--- src/design/mcls_pkg.sv ---
// shared types, constants and helpers for the mesh cell line splitter
package mcls_pkg;

  localparam int DEF_GRID_POINTS_X = 5;
  localparam int DEF_GRID_POINTS_Y = 5;
  localparam int COORD_W = 24;
  localparam int STEP_W = 23;
  localparam int MASK_W = 8;
  localparam int FEED_W = 24;
  localparam int FRAC_W = 16;
  localparam int LINE_W = 27;
  localparam int CFG_IDX_W = 2;
  localparam int IN_FIFO_DEPTH = 2;
  localparam int OUT_FIFO_DEPTH = 4;
  localparam logic [STEP_W-1:0] STEP_RESET = 23'd2560;

  typedef logic signed [COORD_W-1:0] coord_t;

  typedef enum logic [CFG_IDX_W-1:0] {
    REG_ORIGIN_X = 2'd0,
    REG_ORIGIN_Y = 2'd1,
    REG_STEP_X   = 2'd2,
    REG_STEP_Y   = 2'd3
  } cfg_reg_t;

  typedef struct packed {
    coord_t start_x;
    coord_t start_y;
    coord_t start_z;
    coord_t start_e;
    coord_t end_x;
    coord_t end_y;
    coord_t end_z;
    coord_t end_e;
    logic [FEED_W-1:0] feed_rate;
    logic [MASK_W-1:0] x_split_mask;
    logic [MASK_W-1:0] y_split_mask;
  } move_t;

  typedef struct packed {
    coord_t seg_x;
    coord_t seg_y;
    coord_t seg_z;
    coord_t seg_e;
    logic [FEED_W-1:0] seg_feed_rate;
    logic seg_last;
  } seg_t;

  // effective grid settings, zero step already replaced by one
  typedef struct packed {
    coord_t origin_x;
    coord_t origin_y;
    logic [STEP_W-1:0] step_x;
    logic [STEP_W-1:0] step_y;
  } grid_cfg_t;

  // pending destination point with the masks that apply to it
  typedef struct packed {
    coord_t [3:0] p;
    logic [MASK_W-1:0] xm;
    logic [MASK_W-1:0] ym;
  } dest_t;

  typedef enum logic [2:0] {
    ST_IDLE,
    ST_CELL,
    ST_DECIDE,
    ST_DIV,
    ST_MUL,
    ST_ADD,
    ST_PUSH,
    ST_EMIT
  } eng_state_t;

  function automatic logic [STEP_W-1:0] step_eff(input logic [STEP_W-1:0] s);
    step_eff = (s == '0) ? STEP_W'(1) : s;
  endfunction

  function automatic logic signed [COORD_W:0] coord_diff(input coord_t a, input coord_t b);
    coord_diff = $signed({a[COORD_W-1], a}) - $signed({b[COORD_W-1], b});
  endfunction

  function automatic logic [COORD_W-1:0] mag(input logic signed [COORD_W:0] v);
    logic signed [COORD_W:0] n;
    n = -v;
    mag = v[COORD_W] ? n[COORD_W-1:0] : v[COORD_W-1:0];
  endfunction

endpackage

--- src/design/mcls_fifo.sv ---
// small register queue used on both sides of the splitter
module mcls_fifo import mcls_pkg::*; #(
  parameter int WIDTH = 8,
  parameter int DEPTH = 2
) (
  input  logic             clk,
  input  logic             rst,
  input  logic             push,
  input  logic [WIDTH-1:0] wdata,
  output logic             full,
  input  logic             pop,
  output logic [WIDTH-1:0] rdata,
  output logic             empty
);

  localparam int PW = (DEPTH > 1) ? $clog2(DEPTH) : 1;
  localparam int CW = $clog2(DEPTH + 1);

  logic [WIDTH-1:0] mem [DEPTH];
  logic [PW-1:0] wr_ptr;
  logic [PW-1:0] rd_ptr;
  logic [CW-1:0] count;
  logic do_push;
  logic do_pop;

  assign full = (count == CW'(DEPTH));
  assign empty = (count == '0);
  assign do_push = push && !full;
  assign do_pop = pop && !empty;
  assign rdata = mem[rd_ptr];

  always_ff @(posedge clk) begin
    if (do_push) begin
      mem[wr_ptr] <= wdata;
    end
  end

  always_ff @(posedge clk) begin
    if (rst) begin
      wr_ptr <= '0;
      rd_ptr <= '0;
      count <= '0;
    end else begin
      if (do_push) begin
        wr_ptr <= (wr_ptr == PW'(DEPTH - 1)) ? '0 : wr_ptr + PW'(1);
      end
      if (do_pop) begin
        rd_ptr <= (rd_ptr == PW'(DEPTH - 1)) ? '0 : rd_ptr + PW'(1);
      end
      if (do_push && !do_pop) begin
        count <= count + CW'(1);
      end else if (do_pop && !do_push) begin
        count <= count - CW'(1);
      end
    end
  end

endmodule

--- src/design/mcls_divider.sv ---
// serial restoring divider for the q1.16 split fraction, one bit per cycle
module mcls_divider import mcls_pkg::*; (
  input  logic               clk,
  input  logic               rst,
  input  logic               start,
  input  logic [COORD_W-1:0] num,
  input  logic [COORD_W-1:0] den,
  output logic               done,
  output logic [FRAC_W:0]    quot
);

  localparam int CNT_W = $clog2(FRAC_W + 1);

  logic [COORD_W:0] rem;
  logic [COORD_W-1:0] den_r;
  logic [CNT_W-1:0] cnt;
  logic busy;
  logic [COORD_W:0] shifted;
  logic [COORD_W:0] diff;
  logic ge;
  logic ge0;

  // num never exceeds den: the integer bit is settled at start, then the remainder stays below den
  assign ge0 = (num >= den);
  assign shifted = {rem[COORD_W-1:0], 1'b0};
  assign diff = shifted - {1'b0, den_r};
  assign ge = (shifted >= {1'b0, den_r});

  always_ff @(posedge clk) begin
    if (rst) begin
      busy <= 1'b0;
      done <= 1'b0;
      cnt <= '0;
    end else begin
      done <= 1'b0;
      if (start) begin
        busy <= 1'b1;
        cnt <= CNT_W'(FRAC_W);
      end else if (busy) begin
        cnt <= cnt - CNT_W'(1);
        if (cnt == CNT_W'(1)) begin
          busy <= 1'b0;
          done <= 1'b1;
        end
      end
    end
  end

  always_ff @(posedge clk) begin
    if (start) begin
      rem <= ge0 ? {1'b0, num - den} : {1'b0, num};
      den_r <= den;
      quot <= {{FRAC_W{1'b0}}, ge0};
    end else if (busy) begin
      rem <= ge ? diff : shifted;
      quot <= {quot[FRAC_W-1:0], ge};
    end
  end

endmodule

--- src/design/mcls_engine.sv ---
// back end: walks the pending destinations, splits at grid lines, emits segments
module mcls_engine import mcls_pkg::*; #(
  parameter int GRID_POINTS_X = DEF_GRID_POINTS_X,
  parameter int GRID_POINTS_Y = DEF_GRID_POINTS_Y
) (
  input  logic              clk,
  input  logic              rst,
  input  grid_cfg_t         grid,
  input  move_t             move_head,
  input  logic              move_empty,
  output logic              move_pop,
  output seg_t              seg_data,
  output logic              seg_push,
  input  logic              seg_full,
  output logic              div_start,
  output logic [COORD_W-1:0] div_num,
  output logic [COORD_W-1:0] div_den,
  input  logic              div_done,
  input  logic [FRAC_W:0]   div_quot
);

  localparam int CXW = (GRID_POINTS_X > 2) ? $clog2(GRID_POINTS_X - 1) : 1;
  localparam int CYW = (GRID_POINTS_Y > 2) ? $clog2(GRID_POINTS_Y - 1) : 1;
  localparam int SPLITS = GRID_POINTS_X + GRID_POINTS_Y - 4;
  localparam int DEPTH = (SPLITS + 1 > 2) ? SPLITS + 1 : 2;
  localparam int SIW = $clog2(DEPTH);
  localparam int SPW = $clog2(DEPTH + 1);
  localparam int PROD_W = COORD_W + 1 + FRAC_W + 1;

  eng_state_t state;
  eng_state_t state_next;

  dest_t stack [DEPTH];
  logic [SPW-1:0] sp;
  logic [SIW-1:0] top_idx;
  dest_t top;
  coord_t [3:0] cur;
  coord_t [3:0] mid;
  logic [FEED_W-1:0] feed;

  logic [CXW-1:0] scx, ecx, gcx;
  logic [CYW-1:0] scy, ecy, gcy;
  logic [CXW-1:0] scx_c, ecx_c;
  logic [CYW-1:0] scy_c, ecy_c;
  logic signed [LINE_W-1:0] line_x [GRID_POINTS_X-1];
  logic signed [LINE_W-1:0] line_y [GRID_POINTS_Y-1];

  logic x_ok, y_ok;
  logic split_y;
  coord_t line_val;
  coord_t line_sel;
  logic [MASK_W-1:0] xm_n, ym_n;
  logic [MASK_W-1:0] xm_red, ym_red;
  logic [FRAC_W:0] frac;
  logic [1:0] axis;
  logic signed [PROD_W-1:0] prod;
  logic signed [COORD_W:0] num_d, den_d, axis_d;
  logic signed [PROD_W-FRAC_W-1:0] sum;

  assign top_idx = SIW'(sp - SPW'(1));
  assign top = stack[top_idx];

  always_comb begin
    for (int k = 0; k < GRID_POINTS_X - 1; k++) begin
      line_x[k] = $signed(LINE_W'(grid.origin_x)) +
                  $signed(LINE_W'(k) * {{(LINE_W-STEP_W){1'b0}}, grid.step_x});
    end
    for (int k = 0; k < GRID_POINTS_Y - 1; k++) begin
      line_y[k] = $signed(LINE_W'(grid.origin_y)) +
                  $signed(LINE_W'(k) * {{(LINE_W-STEP_W){1'b0}}, grid.step_y});
    end
  end

  // cell index is the number of inner lines at or below the point
  always_comb begin
    scx_c = '0;
    ecx_c = '0;
    scy_c = '0;
    ecy_c = '0;
    for (int k = 1; k < GRID_POINTS_X - 1; k++) begin
      if ($signed(LINE_W'(cur[0])) >= line_x[k]) scx_c = scx_c + CXW'(1);
      if ($signed(LINE_W'(top.p[0])) >= line_x[k]) ecx_c = ecx_c + CXW'(1);
    end
    for (int k = 1; k < GRID_POINTS_Y - 1; k++) begin
      if ($signed(LINE_W'(cur[1])) >= line_y[k]) scy_c = scy_c + CYW'(1);
      if ($signed(LINE_W'(top.p[1])) >= line_y[k]) ecy_c = ecy_c + CYW'(1);
    end
  end

  assign gcx = (scx > ecx) ? scx : ecx;
  assign gcy = (scy > ecy) ? scy : ecy;
  assign x_ok = (scx != ecx) && top.xm[gcx];
  assign y_ok = (scy != ecy) && top.ym[gcy];
  assign line_sel = x_ok ? line_x[gcx][COORD_W-1:0] : line_y[gcy][COORD_W-1:0];

  // both halves carry the reduced masks
  assign xm_red = x_ok ? (top.xm & ~(MASK_W'(1) << gcx)) : top.xm;
  assign ym_red = (!x_ok && y_ok) ? (top.ym & ~(MASK_W'(1) << gcy)) : top.ym;

  always_comb begin
    if (x_ok) begin
      num_d = coord_diff(line_sel, cur[0]);
      den_d = coord_diff(top.p[0], cur[0]);
    end else begin
      num_d = coord_diff(line_sel, cur[1]);
      den_d = coord_diff(top.p[1], cur[1]);
    end
  end

  assign div_num = mag(num_d);
  assign div_den = mag(den_d);
  assign axis_d = coord_diff(top.p[axis], cur[axis]);
  assign sum = $signed((PROD_W-FRAC_W)'(cur[axis])) + prod[PROD_W-1:FRAC_W];

  always_comb begin
    state_next = state;
    case (state)
      ST_IDLE:   if (!move_empty) state_next = ST_CELL;
      ST_CELL:   state_next = ST_DECIDE;
      ST_DECIDE: state_next = (x_ok || y_ok) ? ST_DIV : ST_EMIT;
      ST_DIV:    if (div_done) state_next = ST_MUL;
      ST_MUL:    state_next = ST_ADD;
      ST_ADD:    state_next = (axis == 2'd3) ? ST_PUSH : ST_MUL;
      ST_PUSH:   state_next = ST_CELL;
      ST_EMIT: begin
        if (!seg_full) state_next = (sp == SPW'(1)) ? ST_IDLE : ST_CELL;
      end
      default:   state_next = ST_IDLE;
    endcase
  end

  always_comb begin
    move_pop = 1'b0;
    seg_push = 1'b0;
    div_start = 1'b0;
    case (state)
      ST_IDLE:   move_pop = !move_empty;
      ST_DECIDE: div_start = x_ok || y_ok;
      ST_EMIT:   seg_push = !seg_full;
      default: begin
      end
    endcase
  end

  assign seg_data.seg_x = top.p[0];
  assign seg_data.seg_y = top.p[1];
  assign seg_data.seg_z = top.p[2];
  assign seg_data.seg_e = top.p[3];
  assign seg_data.seg_feed_rate = feed;
  assign seg_data.seg_last = (sp == SPW'(1));

  always_ff @(posedge clk) begin
    if (rst) begin
      state <= ST_IDLE;
      sp <= '0;
    end else begin
      state <= state_next;
      case (state)
        ST_IDLE:  if (!move_empty) sp <= SPW'(1);
        ST_PUSH:  sp <= sp + SPW'(1);
        ST_EMIT:  if (!seg_full) sp <= sp - SPW'(1);
        default: begin
        end
      endcase
    end
  end

  always_ff @(posedge clk) begin
    case (state)
      ST_IDLE: begin
        cur[0] <= move_head.start_x;
        cur[1] <= move_head.start_y;
        cur[2] <= move_head.start_z;
        cur[3] <= move_head.start_e;
        stack[0].p[0] <= move_head.end_x;
        stack[0].p[1] <= move_head.end_y;
        stack[0].p[2] <= move_head.end_z;
        stack[0].p[3] <= move_head.end_e;
        stack[0].xm <= move_head.x_split_mask;
        stack[0].ym <= move_head.y_split_mask;
        feed <= move_head.feed_rate;
      end
      ST_CELL: begin
        scx <= scx_c;
        ecx <= ecx_c;
        scy <= scy_c;
        ecy <= ecy_c;
      end
      ST_DECIDE: begin
        split_y <= !x_ok;
        line_val <= line_sel;
        xm_n <= xm_red;
        ym_n <= ym_red;
        stack[top_idx].xm <= xm_red;
        stack[top_idx].ym <= ym_red;
        axis <= 2'd0;
      end
      ST_DIV: begin
        frac <= div_quot;
      end
      ST_MUL: begin
        prod <= PROD_W'(axis_d) * PROD_W'($signed({1'b0, frac}));
      end
      ST_ADD: begin
        // arithmetic shift floors the product
        if ((axis == 2'd0 && !split_y) || (axis == 2'd1 && split_y)) begin
          mid[axis] <= line_val;
        end else begin
          mid[axis] <= sum[COORD_W-1:0];
        end
        axis <= axis + 2'd1;
      end
      ST_PUSH: begin
        stack[SIW'(sp)].p <= mid;
        stack[SIW'(sp)].xm <= xm_n;
        stack[SIW'(sp)].ym <= ym_n;
      end
      ST_EMIT: begin
        if (!seg_full) cur <= top.p;
      end
      default: begin
      end
    endcase
  end

endmodule

--- src/design/mesh_cell_line_splitter.sv ---
// top level: grid registers, move queue, split engine, divider and segment queue
// Each move pushed in comes out as one or more segment end points in path order, the
// final one marked by seg_last. Each grid line split waits on the serial divider that
// forms the interpolation fraction, then uses one shared multiplier once per axis.
// A 5 by 5 grid allows at most six splits per move.
// Up to two moves wait in the input queue and four segments in the output queue, so
// moves may be pushed while earlier segments are still unread. Grid registers may be
// written only while no move is in flight.
module mesh_cell_line_splitter import mcls_pkg::*; #(
  parameter int GRID_POINTS_X = DEF_GRID_POINTS_X,
  parameter int GRID_POINTS_Y = DEF_GRID_POINTS_Y
) (
  input  logic                 clk,
  input  logic                 rst,
  input  logic                 push,
  output logic                 full,
  input  move_t                move,
  input  logic                 pop,
  output logic                 empty,
  output seg_t                 seg,
  input  logic                 cfg_we,
  input  logic [CFG_IDX_W-1:0] cfg_index,
  input  logic [COORD_W-1:0]   cfg_data
);

  coord_t origin_x;
  coord_t origin_y;
  logic [STEP_W-1:0] step_x;
  logic [STEP_W-1:0] step_y;
  grid_cfg_t grid;

  move_t move_head;
  logic move_empty;
  logic move_pop;
  seg_t seg_data;
  logic seg_push;
  logic seg_full;
  logic div_start;
  logic [COORD_W-1:0] div_num;
  logic [COORD_W-1:0] div_den;
  logic div_done;
  logic [FRAC_W:0] div_quot;

  always_ff @(posedge clk) begin
    if (rst) begin
      origin_x <= '0;
      origin_y <= '0;
      step_x <= STEP_RESET;
      step_y <= STEP_RESET;
    end else if (cfg_we) begin
      case (cfg_reg_t'(cfg_index))
        REG_ORIGIN_X: origin_x <= cfg_data;
        REG_ORIGIN_Y: origin_y <= cfg_data;
        REG_STEP_X:   step_x <= cfg_data[STEP_W-1:0];
        REG_STEP_Y:   step_y <= cfg_data[STEP_W-1:0];
        default: begin
        end
      endcase
    end
  end

  assign grid.origin_x = origin_x;
  assign grid.origin_y = origin_y;
  assign grid.step_x = step_eff(step_x);
  assign grid.step_y = step_eff(step_y);

  mcls_fifo #(
    .WIDTH($bits(move_t)),
    .DEPTH(IN_FIFO_DEPTH)
  ) u_move_fifo (
    .clk(clk),
    .rst(rst),
    .push(push),
    .wdata(move),
    .full(full),
    .pop(move_pop),
    .rdata(move_head),
    .empty(move_empty)
  );

  mcls_engine #(
    .GRID_POINTS_X(GRID_POINTS_X),
    .GRID_POINTS_Y(GRID_POINTS_Y)
  ) u_engine (
    .clk(clk),
    .rst(rst),
    .grid(grid),
    .move_head(move_head),
    .move_empty(move_empty),
    .move_pop(move_pop),
    .seg_data(seg_data),
    .seg_push(seg_push),
    .seg_full(seg_full),
    .div_start(div_start),
    .div_num(div_num),
    .div_den(div_den),
    .div_done(div_done),
    .div_quot(div_quot)
  );

  mcls_divider u_divider (
    .clk(clk),
    .rst(rst),
    .start(div_start),
    .num(div_num),
    .den(div_den),
    .done(div_done),
    .quot(div_quot)
  );

  mcls_fifo #(
    .WIDTH($bits(seg_t)),
    .DEPTH(OUT_FIFO_DEPTH)
  ) u_seg_fifo (
    .clk(clk),
    .rst(rst),
    .push(seg_push),
    .wdata(seg_data),
    .full(seg_full),
    .pop(pop),
    .rdata(seg),
    .empty(empty)
  );

endmodule

--- config.mk ---
export PLATFORM = sky130hd
export DESIGN_NAME = mesh_cell_line_splitter
export DESIGN_NICKNAME = d
export VERILOG_FILES = /design/src/design/mcls_pkg.sv /design/src/design/mcls_fifo.sv /design/src/design/mcls_divider.sv /design/src/design/mcls_engine.sv /design/src/design/mesh_cell_line_splitter.sv
export SDC_FILE = /design/constraint.sdc
export NUM_CORES = 2
export LEC_CHECK = 0
export ABC_AREA = 1
export BUFFER_PORTS_ARGS = -buffer_cell sky130_fd_sc_hd__buf_2
export CAP_MARGIN = 20
export CORE_ASPECT_RATIO = 2
export CORE_MARGIN = 2
export CORE_UTILIZATION = 55
export DETAILED_ROUTE_END_ITERATION = 10
export PLACE_DENSITY = 0.83
export SYNTH_ARGS = -nofsm -noshare
export SYNTH_HDL_FRONTEND = slang
export SYNTH_SLANG_ARGS = --single-unit
--- constraint.sdc ---
create_clock -name clk -period 13.3 [get_ports clk]
set_input_delay 0.665 -clock clk [delete_from_list [all_inputs] [get_ports clk]]
set_output_delay 0.665 -clock clk [all_outputs]
set_load 0.01 [all_outputs]
==> run_results.csv <==
group,metric,value,unit
global_route,grt_antenna_before_repair,63,
synthesis,async_flop_share,0,
timing,timing.final.max_slew_violations,86,
clock_network,cts_hold_buf,176,
global_route,grt_pass1_wl,735500,um
timing,finClkSkew,0.1175,ns
synthesis,synth_nets,14571,
synthesis,synth_area,126100,um^2
clock_network,cts-buffers-inserted,185,
clock_network,cts.clk_slew.worst_paths,0.07,ns
clock_network,cts-root-buf,"clkbuf_16",
synthesis,synth_edf_count,2009,
floorplan,die_x,342.6,um
floorplan,ios,386,
synthesis,ys_ff_latch,2146,
floorplan,die_h,681.3,um
finish,regArea,63090,um^2
worst_setup_path,worstPathArrival,13.16,ns
global_route,grt.total_usage,0.4487,
outcome,violations,"design-rule violations, max-slew violations",
synthesis,ys_seq_area_frac,0.5000,
routing,vias,108233,
synthesis,synthTopCellsByCount,"nand2_1, edfxtp_1, nor2_1",
timing,rsz0062_at_grt,"no",
worst_setup_path,max_stage_delay,0.73,ns
global_route,grt_pass1_vias,107555,
timing,tightestPinTransition,1.596,ns
routing,avgRoutedWirePerCell,31.18,um
place,place_congestion,1.106,
timing,setup_violations,0,
global_route,grt_overflow_total,0,
clock_network,cts_setup_buffers,0,
finish,fin_nets,15245,
worst_setup_path,path_max_fanout,83,
clock_network,clock_sinks,2146,
synthesis,netlist.area_leader.share,0.4783,
synthesis,ys.flop_type,"edfxtp_1",
synthesis,yosysMostFrequentCell,"nand2_1",
routing,drt_wl_total,529300,um
synthesis,synthCells,13103,
global_route,grt_max_degree,149,
routing,dr.pass1.iters,11,
timing,whs,0.01728,ns
finish,fill_cells,18283,
hold_path,hp-class,"input port to flop",
worst_setup_path,cp-start-kind,"flop",
place,port_buffers,377,
clock_network,ctsResizeCount,0,
worst_setup_path,cp.required,13.95,ns
floorplan,core_area,228100,um^2
finish,drive_above_1_share,0.09210,
worst_setup_path,worst_path_max_delay_cell,"fa_1",
place,dpl.hpwl,386800,um
timing,relSlewSlack,-0.06392,
synthesis,yosysTopAreaCell,"edfxtp_1",
floorplan,initial_core_util,0.5531,
routing,dr.first_iter.drc_count,13928,
routing,viasPerCell,6.375,
worst_setup_path,critical_path_class,"flop to flop",
synthesis,netlist_top_cells_area,"edfxtp_1, ha_1, nand2_1",
job,max-cap-violations,0,
finish,multi_input_area,55550,um^2
routing,ant_nets,0,
timing,fmax,79.94,MHz
clock_network,cts_tree,"built",
synthesis,syn_avg_cell_area,9.626,um^2
clock_network,cts.htree.levels,4,
worst_setup_path,cp-end-kind,"flop",
finish,area_delta_synth_final,12.27,%
outcome,status,"finished with violations",
timing,final_hold_viol_count,0,
clock_network,worstSkewPairLatency,0.95,ns
floorplan,dieArea,233400,um^2
timing,min_period_over_period,0.9405,
routing,drc,1,
synthesis,yosys_warnings,0,
timing,finalSetupTns,0,ns
synthesis,ys_types,65,
timing,final.min_clock_period,12.51,ns
clock_network,cts_buffer_depth,4,
floorplan,rows,248,
[per-layer routing]
layer,GRT usage,wire length [um]
met1,0.4264,149500
met2,0.7266,246200
met3,0.1246,56590
met4,0.5202,76850
met5,0,218
[state kept, by name, indices dropped and copies added (netlist names), 3 cells and up, named ones only]
register / count
u_engine.stack: 728
u_seg_fifo.mem: 484
u_move_fifo.mem: 448
u_engine.cur: 96
u_engine.mid: 96
origin_x: 24
origin_y: 24
u_divider.den_r: 24
u_divider.rem: 24
u_engine.feed: 24
u_engine.line_val: 24
u_engine.prod: 24
step_x: 23
step_y: 23
u_divider.quot: 17
u_engine.frac: 17
u_divider.cnt: 5
u_engine.xm_n: 4
u_engine.ym_n: 4
u_engine.sp: 3
u_engine.state: 3
u_seg_fifo.count: 3
[final timing paths]
check / slack, ns / depth (start not counted) / end / start
setup / recovery: 0.79 / 44 / u_engine.prod[34] / u_engine.sp[0]
hold / removal: 0.02 / 1 / u_move_fifo.mem[1][114] / move[114]
setup reg to reg: 0.79 / 44 / u_engine.prod[34] / u_engine.sp[0]
hold reg to reg: 0.40 / 0 / u_engine.frac[14] / u_divider.quot[14]
[metrics by stage]
step | instance area (um^2) | instances | util | setup slack (ns)
6_report | 141600 | 16978 | 0.6209 | 0.7907
5_1_grt | 141500 | 16929 | 0.6204 | 0.3194
4_1_cts | 141200 | 16898 | 0.6193 | 1.244
3_5_place_dp | 133500 | 16393 | 0.5855 | 1.377
3_3_place_gp | 133500 | 16391 | 0.5853 | 1.451
2_1_floorplan | 126100 | 13103 | - | 0.6891
[worst max-delay path, delay by kind of cell, from the launching register on]
kind | cells | cell delay (ns)
and+or+nand+nor | 10 | 1.25
buffers and inverters | 11 | 2.05
AOI/OAI and AO/OA | 12 | 3.09
DFF | 1 | 0.61
xor gates and xnor gates | 2 | 0.80
adders and majority gates | 9 | 4.38
[cell families (layout without fill, tap and decap cells)]
kind of cell / after synthesis / after routing / synth area share
adders and majority gates: 1205 / 1205 / 0.1439
muxes: 7 / 7 / 0.0005853
xor gates and xnor gates: 333 / 333 / 0.02324
other: 0 / 59 / 0
buffers and inverters: 2029 / 2845 / 0.06106
and+or+nand+nor: 4556 / 4556 / 0.1469
AOI/OAI and AO/OA: 2827 / 2827 / 0.1242
DFF: 2146 / 2146 / 0.5000
[placed cells by master (no fill, tap or decap), types with 35 or more instances in the layout]
cell           count
ha_1             794
or2_2             82
a21oi_1          706
diode_2           59
clkbuf_1          35
clkinv_1          37
fa_1             410
nor2_1          1479
nor3_1            83
nand3_1          391
xnor2_1          129
o21ai_0         1466
inv_1           1472
edfxtp_1        2009
buf_4            430
o22ai_1          135
nand4_1          109
buf_2            377
dlygate4sd3_1    176
nand2_1         2271
xor2_1           198
o211ai_1          36
o221ai_1         110
nor4_1            47
clkbuf_16        188
dfxtp_1          133
a31oi_1          132
[layout make-up]
cell class	instances	area share
Clock inverter	102	0.007581
Tap cell	3000	0.02651
Clock buffer	227	0.03454
Sequential cell	2146	0.4455
Inverter	1501	0.04005
Antenna cell	59	0.001043
Multi-Input combinational cell	8928	0.3922
Timing Repair Buffer	1015	0.05257
Power is left out: the tool's default activity adds up to more than one toggle a clock period on the data nets, which glitch-free logic cannot reach.
